===== src/hw/rtl/assert_macros.svh =====
`ifndef ASSERT_MACROS_SVH
`define ASSERT_MACROS_SVH

// implication or plain check, sampled on the rising edge, off while in reset
`define ASSERT_CLK(label, clk, rst_n, prop, msg) \
    label: assert property (@(posedge clk) disable iff (!rst_n) prop) else $error(msg);

// condition that must never be seen
`define ASSERT_NEVER(label, clk, rst_n, cond, msg) \
    label: assert property (@(posedge clk) disable iff (!rst_n) !(cond)) else $error(msg);

`endif


===== src/hw/rtl/iafp_pkg.sv =====
package iafp_pkg;

    localparam logic [7:0] SYNC_FIRST  = 8'h55;
    localparam logic [7:0] SYNC_SECOND = 8'h53;
    localparam logic [3:0] PAYLOAD_LEN = 4'd8;

    // angle: raw * 1800 / 32768 == raw * 225 / 4096
    localparam logic [7:0] ANGLE_MUL   = 8'd225;
    localparam int         ANGLE_SHIFT = 12;

    // temperature: (10 * raw + 3653) / 340, split as (n >> 2) / 85
    localparam logic signed [19:0] TEMP_OFFSET = 20'sd3653;
    localparam logic [17:0]        TEMP_RECIP  = 18'd197380;
    localparam int                 TEMP_SHIFT  = 24;

    typedef enum logic [1:0] {
        PH_HUNT  = 2'd0,
        PH_SYNC2 = 2'd1,
        PH_FRAME = 2'd2
    } phase_t;

    typedef struct packed {
        logic [1:0]         channel;
        logic signed [15:0] roll_raw;
        logic signed [15:0] pitch_raw;
        logic signed [15:0] yaw_raw;
        logic signed [19:0] temp_num;
    } frame_t;

endpackage


===== src/hw/rtl/imu_angle_frame_parser_top.sv =====
// angle frame parser for up to CHANNELS sensor links sharing one byte stream. every word
// is one received byte tagged with its link; each link hunts for 0x55 0x53, collects eight
// payload bytes and checks the summing checksum byte. a good frame gives one output word
// with roll, pitch and yaw in tenths of a degree and temperature in tenths of a degree
// celsius, all truncated toward zero; bad frames and words for links at or above CHANNELS
// are dropped without output. one word is taken every clock cycle while the output keeps
// up; one result can wait at the output without holding the input back, and the input
// stalls only once a second good frame is held behind it. out_valid rises once the
// checksum byte, taken into the input register, has gone through the frame register and
// the output register, the per-link state update and the constant-coefficient multiplies
// each sitting in a stage of their own.
module imu_angle_frame_parser_top #(
    parameter int CHANNELS = 3
) (
    input  logic               clk,
    input  logic               rst_n,
    input  logic               in_valid,
    output logic               in_ready,
    input  logic [1:0]         channel,
    input  logic [7:0]         rx_byte,
    output logic               out_valid,
    input  logic               out_ready,
    output logic [1:0]         frame_channel,
    output logic signed [11:0] roll_tenths,
    output logic signed [11:0] pitch_tenths,
    output logic signed [11:0] yaw_tenths,
    output logic signed [10:0] temp_tenths
);

    logic             in_valid_reg;
    logic [1:0]       channel_reg;
    logic [7:0]       byte_reg;
    logic             parse_ready;
    logic             frame_valid;
    logic             frame_ready;
    iafp_pkg::frame_t frame;

    assign in_ready = !in_valid_reg || parse_ready;

    always_ff @(posedge clk or negedge rst_n)
    begin
        if (!rst_n)
        begin
            in_valid_reg <= 1'b0;
        end
        else if (in_ready)
        begin
            in_valid_reg <= in_valid;
        end
    end

    always_ff @(posedge clk)
    begin
        if (in_valid && in_ready)
        begin
            channel_reg <= channel;
            byte_reg    <= rx_byte;
        end
    end

    iafp_parser #(
        .CHANNELS (CHANNELS)
    ) u_parser (
        .clk         (clk),
        .rst_n       (rst_n),
        .in_valid    (in_valid_reg),
        .in_channel  (channel_reg),
        .in_byte     (byte_reg),
        .ready       (parse_ready),
        .frame_valid (frame_valid),
        .frame       (frame),
        .frame_ready (frame_ready)
    );

    iafp_convert u_convert (
        .clk           (clk),
        .rst_n         (rst_n),
        .frame_valid   (frame_valid),
        .frame         (frame),
        .frame_ready   (frame_ready),
        .out_valid     (out_valid),
        .out_ready     (out_ready),
        .frame_channel (frame_channel),
        .roll_tenths   (roll_tenths),
        .pitch_tenths  (pitch_tenths),
        .yaw_tenths    (yaw_tenths),
        .temp_tenths   (temp_tenths)
    );

endmodule


===== src/hw/rtl/iafp_parser.sv =====
`include "assert_macros.svh"

module iafp_parser #(
    parameter int CHANNELS = 3
) (
    input  logic              clk,
    input  logic              rst_n,
    input  logic              in_valid,
    input  logic [1:0]        in_channel,
    input  logic [7:0]        in_byte,
    output logic              ready,
    output logic              frame_valid,
    output iafp_pkg::frame_t  frame,
    input  logic              frame_ready
);

    localparam int CH_W = (CHANNELS > 1) ? $clog2(CHANNELS) : 1;

    iafp_pkg::phase_t   phase_reg [CHANNELS];
    logic [3:0]         count_reg [CHANNELS];
    logic [63:0]        store_reg [CHANNELS];

    logic               frame_valid_reg;
    iafp_pkg::frame_t   frame_reg;
    iafp_pkg::frame_t   frame_next;

    logic [CH_W-1:0]    idx;
    logic               in_range;
    logic               take;
    iafp_pkg::phase_t   cur_phase;
    iafp_pkg::phase_t   phase_next;
    logic [3:0]         cur_count;
    logic [3:0]         count_next;
    logic [63:0]        cur_row;
    logic [7:0]         sum;
    logic               store_we;
    logic               frame_good;
    logic signed [19:0] temp_word;

    assign idx      = CH_W'(in_channel);
    assign in_range = int'(in_channel) < CHANNELS;
    assign ready    = !frame_valid_reg || frame_ready;
    assign take     = in_valid && ready && in_range;

    assign cur_phase = phase_reg[idx];
    assign cur_count = count_reg[idx];
    assign cur_row   = store_reg[idx];

    // checksum over both sync bytes and the stored payload
    always_comb
    begin
        sum = iafp_pkg::SYNC_FIRST + iafp_pkg::SYNC_SECOND;
        for (int i = 0; i < 8; i++)
        begin
            sum = sum + cur_row[8*i +: 8];
        end
    end

    // next state of the selected channel
    always_comb
    begin
        phase_next = cur_phase;
        count_next = cur_count;
        unique case (cur_phase)
            iafp_pkg::PH_HUNT:
            begin
                phase_next = (in_byte == iafp_pkg::SYNC_FIRST) ? iafp_pkg::PH_SYNC2
                                                               : iafp_pkg::PH_HUNT;
            end
            iafp_pkg::PH_SYNC2:
            begin
                // a repeated 0x55 here does not restart the frame
                phase_next = (in_byte == iafp_pkg::SYNC_SECOND) ? iafp_pkg::PH_FRAME
                                                                : iafp_pkg::PH_HUNT;
            end
            iafp_pkg::PH_FRAME:
            begin
                if (cur_count < iafp_pkg::PAYLOAD_LEN)
                begin
                    count_next = cur_count + 4'd1;
                end
                else
                begin
                    phase_next = iafp_pkg::PH_HUNT;
                    count_next = 4'd0;
                end
            end
            default:
            begin
                phase_next = iafp_pkg::PH_HUNT;
                count_next = 4'd0;
            end
        endcase
    end

    // outputs of the selected channel
    always_comb
    begin
        store_we   = 1'b0;
        frame_good = 1'b0;
        unique case (cur_phase)
            iafp_pkg::PH_FRAME:
            begin
                store_we   = take && (cur_count < iafp_pkg::PAYLOAD_LEN);
                frame_good = take && (cur_count >= iafp_pkg::PAYLOAD_LEN)
                             && (sum == in_byte);
            end
            default:
            begin
                store_we   = 1'b0;
                frame_good = 1'b0;
            end
        endcase
    end

    // numerator of the temperature term, 10 * raw + offset
    assign temp_word = {{4{cur_row[63]}}, cur_row[63:48]};

    always_comb
    begin
        frame_next.channel   = in_channel;
        frame_next.roll_raw  = cur_row[15:0];
        frame_next.pitch_raw = cur_row[31:16];
        frame_next.yaw_raw   = cur_row[47:32];
        frame_next.temp_num  = (temp_word <<< 3) + (temp_word <<< 1) + iafp_pkg::TEMP_OFFSET;
    end

    always_ff @(posedge clk or negedge rst_n)
    begin
        if (!rst_n)
        begin
            for (int c = 0; c < CHANNELS; c++)
            begin
                phase_reg[c] <= iafp_pkg::PH_HUNT;
                count_reg[c] <= 4'd0;
            end
            frame_valid_reg <= 1'b0;
        end
        else
        begin
            if (take)
            begin
                phase_reg[idx] <= phase_next;
                count_reg[idx] <= count_next;
            end
            if (ready)
            begin
                frame_valid_reg <= frame_good;
            end
        end
    end

    always_ff @(posedge clk)
    begin
        if (store_we)
        begin
            store_reg[idx][8*cur_count[2:0] +: 8] <= in_byte;
        end
        if (frame_good)
        begin
            frame_reg <= frame_next;
        end
    end

    assign frame_valid = frame_valid_reg;
    assign frame       = frame_reg;

    `ASSERT_CLK(a_count_bound, clk, rst_n, (in_valid && in_range) |-> (cur_count <= iafp_pkg::PAYLOAD_LEN), "payload count past frame length")
    `ASSERT_CLK(a_count_phase, clk, rst_n, (in_valid && in_range && cur_count != 4'd0) |-> (cur_phase == iafp_pkg::PH_FRAME), "payload count outside a frame")
    `ASSERT_CLK(a_frame_chan, clk, rst_n, frame_good |=> (frame_valid_reg && frame_reg.channel == $past(in_channel)), "good frame not registered")

endmodule


===== src/hw/rtl/iafp_convert.sv =====
`include "assert_macros.svh"

module iafp_convert (
    input  logic               clk,
    input  logic               rst_n,
    input  logic               frame_valid,
    input  iafp_pkg::frame_t   frame,
    output logic               frame_ready,
    output logic               out_valid,
    input  logic               out_ready,
    output logic [1:0]         frame_channel,
    output logic signed [11:0] roll_tenths,
    output logic signed [11:0] pitch_tenths,
    output logic signed [11:0] yaw_tenths,
    output logic signed [10:0] temp_tenths
);

    logic               out_valid_reg;
    logic [1:0]         channel_reg;
    logic signed [11:0] roll_reg;
    logic signed [11:0] pitch_reg;
    logic signed [11:0] yaw_reg;
    logic signed [10:0] temp_reg;
    logic               load;

    logic               temp_neg;
    logic [19:0]        temp_abs;
    logic [16:0]        temp_quarter;
    logic [34:0]        temp_prod;
    logic [10:0]        temp_q;
    logic signed [10:0] temp_next;

    // magnitude times 225 over 4096, sign put back after: truncation toward zero
    function automatic logic signed [11:0] angle_tenths(input logic signed [15:0] raw);
        logic [16:0] mag;
        logic [24:0] prod;
        logic [11:0] q;
        mag  = raw[15] ? (17'd0 - {raw[15], raw}) : {1'b0, raw};
        prod = mag * iafp_pkg::ANGLE_MUL;
        q    = prod[iafp_pkg::ANGLE_SHIFT +: 12];
        return raw[15] ? (12'sd0 - $signed(q)) : $signed(q);
    endfunction

    // divide by 340 as a quarter then a reciprocal multiply by 1/85
    assign temp_neg     = frame.temp_num[19];
    assign temp_abs     = temp_neg ? (20'd0 - frame.temp_num) : frame.temp_num;
    assign temp_quarter = temp_abs[18:2];
    assign temp_prod    = temp_quarter * iafp_pkg::TEMP_RECIP;
    assign temp_q       = temp_prod[iafp_pkg::TEMP_SHIFT +: 11];
    assign temp_next    = temp_neg ? (11'sd0 - $signed(temp_q)) : $signed(temp_q);

    assign frame_ready = !out_valid_reg || out_ready;
    assign load        = frame_valid && frame_ready;

    always_ff @(posedge clk or negedge rst_n)
    begin
        if (!rst_n)
        begin
            out_valid_reg <= 1'b0;
        end
        else if (frame_ready)
        begin
            out_valid_reg <= frame_valid;
        end
    end

    always_ff @(posedge clk)
    begin
        if (load)
        begin
            channel_reg <= frame.channel;
            roll_reg    <= angle_tenths(frame.roll_raw);
            pitch_reg   <= angle_tenths(frame.pitch_raw);
            yaw_reg     <= angle_tenths(frame.yaw_raw);
            temp_reg    <= temp_next;
        end
    end

    assign out_valid     = out_valid_reg;
    assign frame_channel = channel_reg;
    assign roll_tenths   = roll_reg;
    assign pitch_tenths  = pitch_reg;
    assign yaw_tenths    = yaw_reg;
    assign temp_tenths   = temp_reg;

    `ASSERT_CLK(a_load_shown, clk, rst_n, load |=> out_valid_reg, "converted word not presented")
    `ASSERT_CLK(a_roll_range, clk, rst_n, out_valid_reg |-> (roll_reg >= -12'sd1800 && roll_reg <= 12'sd1799 && temp_reg >= -11'sd953 && temp_reg <= 11'sd974), "converted value out of range")

endmodule


===== config.mk =====
export PLATFORM = sky130hd
export DESIGN_NAME = imu_angle_frame_parser_top
export DESIGN_NICKNAME = d
export VERILOG_FILES = /design/src/hw/rtl/iafp_pkg.sv /design/src/hw/rtl/imu_angle_frame_parser_top.sv /design/src/hw/rtl/iafp_parser.sv /design/src/hw/rtl/iafp_convert.sv
export VERILOG_INCLUDE_DIRS = /design/src /design/src/hw/rtl
export SDC_FILE = /design/constraint.sdc
export NUM_CORES = 1
export LEC_CHECK = 0
export BUFFER_PORTS_ARGS = -buffer_cell sky130_fd_sc_hd__buf_2
export CAP_MARGIN = 15
export CORE_MARGIN = 2
export CORE_UTILIZATION = 45
export CTS_CLUSTER_SIZE = 12
export DETAILED_ROUTE_END_ITERATION = 8
export GPL_TIMING_DRIVEN = 0
export PLACE_DENSITY = 0.73
export SLEW_MARGIN = 20
export SYNTH_ARGS = -nofsm -noshare
export SYNTH_HDL_FRONTEND = slang
export SYNTH_SLANG_ARGS = --single-unit

===== constraint.sdc =====
create_clock -name clk -period 13 [get_ports clk]
set_input_delay 1.95 -clock clk [delete_from_list [all_inputs] [get_ports clk]]
set_output_delay 1.95 -clock clk [all_outputs]
set_load 0.005 [all_outputs]

==> flow_metrics.tcl <==
set metrics [dict create \
    cp_max_fo 13 \
    synthMuxAreaShare 0.0345 \
    cts_hold_buf 0 \
    fmax_mhz 116 \
    synth_cell_type_count 82 \
    hold_violations 0 \
    ys_ff_latch 342 \
    portBuffers 64 \
    vias 17100 \
    rows 87 \
    crit_path_start_kind "flop" \
    synth.cell_area_sq_um 25600 \
    utilization 0.501 \
    holdCritPathClass "flop to flop" \
    synth_top_family_by_area "adder cells" \
    grt_pass1_vias 17100 \
    nNetsFinal 2875 \
    status "completed" \
    cts-root-buf "clkbuf_16" \
    fin_skew_ns 0.0258 \
    cts_buffers 39 \
    drive_gt1_frac 0.0704 \
    p_per_area_nw_per_um2 90.8 \
    initial_core_util 0.455 \
    gp_congestion 0.890 \
    dpl.hpwl_mm 41.9 \
    fp.dieArea_sq_um 58900 \
    yosysWarnings 0 \
    p_leak_nw 12.4 \
    finalWorstPathRequiredPeriod_ns 8.61 \
    drt_pass1_iterations 5 \
    irDropWorstVdd_uv 92.3 \
    syn_area_per_cell_sq_um 11.2 \
    postCtsSetupBuffers 0 \
    ys_seq_area_frac 0.396 \
    p_total_mw 2.57 \
    core_area_sq_um 56400 \
    final_cell_area_sq_um 28300 \
    endpoint_kind "flop" \
    hold_depth 0 \
    ys_async_sr_fraction 0.0614 \
    maxSlewHeadroom 0.237 \
    io_pins 65 \
    grt_pass1_wl_mm 87.3 \
    synth-compound-area-share 0.0852 \
    syn2layout_area_growth_pct 10.2 \
    via_per_inst 5.36 \
    drc_errors 0 \
    synth_edf_count 319 \
    antenna_left 0 \
    final_max_slew_viol_count 0 \
    synth_xor_area_frac 0.0794 \
    grt_use_total 0.186 \
    final_common_cell "ha_1" \
    cts_tree "yes" \
    timing_worst_slew_pin_value_ns 1.14 \
    cts_buffer_depth 3 \
    drt_iter0_markers 1063 \
    place_area_sq_um 27100 \
    maxCapViolCount 0 \
    dominantRegCellSynth "edfxtp_1" \
    finalCritPeriodShare 0.662 \
    synthSimpleGateAreaFrac 0.0975 \
    clk_pin_slew_ns 0.06 \
    largest_register_ffs 192 \
    totalWireLength_mm 54.8 \
    required_ns 13.26 \
    htreeDepth 2 \
    n_fill_cell 4998 \
    grt-ovfl-total 0 \
    grt_max_degree 48 \
    arrival_ns 8.86 \
    grt_antenna_before_repair 1 \
    drt-wirelength-per-cell_um 17.2 \
    die_w_um 243 \
    clk_latency_ns 0.57 \
    post_cts_resized 0 \
    finalSetupViolations 0 \
    clock-sinks 342 \
    synth-adder-area-share 0.261 \
    netlist_instances 2280 \
    rsz0062_at_grt "no" \
    rr_worst_depth 21 \
    worstSetupPathType "flop to flop" \
    die_y_um 243 \
    layout_common_cells "ha_1 (351), edfxtp_1 (319), inv_1 (249)" \
]
## cell families (layout without fill, tap and decap cells)
logic type      Yosys count  count (layout)
buf+inv                 316             454
simple gates            501             501
other cells               2              13
compound gates          329             329
fa+ha+maj               473             473
mux                      87              87
xor+xnor                230             230
flops                   342             342
## layer usage
layer  wire length [um]  global-route usage  up-vias
met4               1650              0.0619        0
met1              22700               0.235     8224
li1                   -                   -     8259
met2              26600               0.322      486
met3               3830              0.0334      107
met5                  0                   0        -
## critical path, cell delays in order, from the launching register on
cell and delay, ns:
dfxtp_1 0.31, clkbuf_1 0.69, buf_1 0.61, clkbuf_1 0.89, mux2i_1 0.21, o21ai_0 0.53, fa_1 0.52, inv_1 0.12
fa_1 0.46, fa_1 0.53, fa_1 0.55, inv_1 0.04, ha_1 0.21, fa_1 0.51, xnor2_1 0.12, nand4_1 0.11
or4_1 0.48, nor3_1 0.22, nor4bb_4 0.43, buf_4 0.30, buf_4 0.24, buf_6 0.19
## final timing paths
| kind | start | endpoint | slack, ns |
|---|---|---|---|
| max | flop | u_parser.frame[38]$_DFFE_PP_ | 4.39 |
| min | u_parser.frame[68]$_DFFE_PP_ | u_convert.frame_channel[0]$_DFFE_PP_ | 0.43 |
| max reg2reg | flop | u_parser.frame[38]$_DFFE_PP_ | 4.39 |
| min reg2reg | u_parser.frame[68]$_DFFE_PP_ | u_convert.frame_channel[0]$_DFFE_PP_ | 0.43 |
| max in group asynchronous | rst_n | u_parser.count_reg[9]$_DFFE_PN0P_ | 11.34 |
| min in group asynchronous | rst_n | u_parser.count_reg[8]$_DFFE_PN0P_ | 1.33 |
## cell usage after synthesis (11+ instances only)
cell type | n | share of area
o21a_1 | 24 | 0.0070
xnor2_1 | 154 | 0.053
inv_1 | 249 | 0.036
o31ai_1 | 16 | 0.0047
xor2_1 | 74 | 0.025
clkbuf_1 | 50 | 0.0073
nor2_1 | 102 | 0.015
fa_1 | 108 | 0.084
edfxtp_1 | 319 | 0.37
and3_1 | 13 | 0.0032
or4_1 | 11 | 0.0032
a21o_1 | 28 | 0.0082
ha_1 | 351 | 0.17
dfrtp_1 | 21 | 0.020
nand2_1 | 158 | 0.023
mux2_2 | 12 | 0.0053
nand3_1 | 28 | 0.0055
a21oi_1 | 57 | 0.011
o21ai_0 | 104 | 0.020
maj3_1 | 14 | 0.0055
nand2b_1 | 23 | 0.0056
mux2i_1 | 75 | 0.029
nor2b_1 | 14 | 0.0034
nor3_1 | 19 | 0.0037
and2_1 | 74 | 0.018
## report_power, final
group | internal, mW | total [mW] | switching [mW]
clock | 0.600 | 1.05 | 0.451
combinational | 0.129 | 0.312 | 0.184
sequential | 1.20 | 1.20 | 0.00204
total | 1.93 | 2.57 | 0.637
## stage by stage
| stage | cells | hold WS (ns) | setup TNS (ns) | worst slack (ns) |
|---|---|---|---|---|
| 6_report | 3185 | 0.434 | 0 | 4.39 |
| 3_5_place_dp | 3117 | 0.410 | 0 | 4.58 |
| 5_1_grt | 3184 | 0.447 | 0 | 4.10 |
| 4_1_cts | 3184 | 0.447 | 0 | 4.49 |
| 2_1_floorplan | 2290 | 0.400 | 0 | 0.0884 |
| 3_3_place_gp | 3110 | 0.410 | -299.23 | -4.54 |
## final cells by class
type	count	area (sq um)	share of cell area
Multi-Input combinational cell	1632	14400	0.509
Sequential cell	342	10100	0.359
Clock buffer	49	1060	0.0377
Inverter	252	946	0.0335
Tap cell	756	946	0.0335
Timing Repair Buffer	71	400	0.0142
Buffer	64	248	0.00876
Clock inverter	18	138	0.00487
Antenna cell	1	2.50	0.0000885
Power figures use the tool's default switching activity.
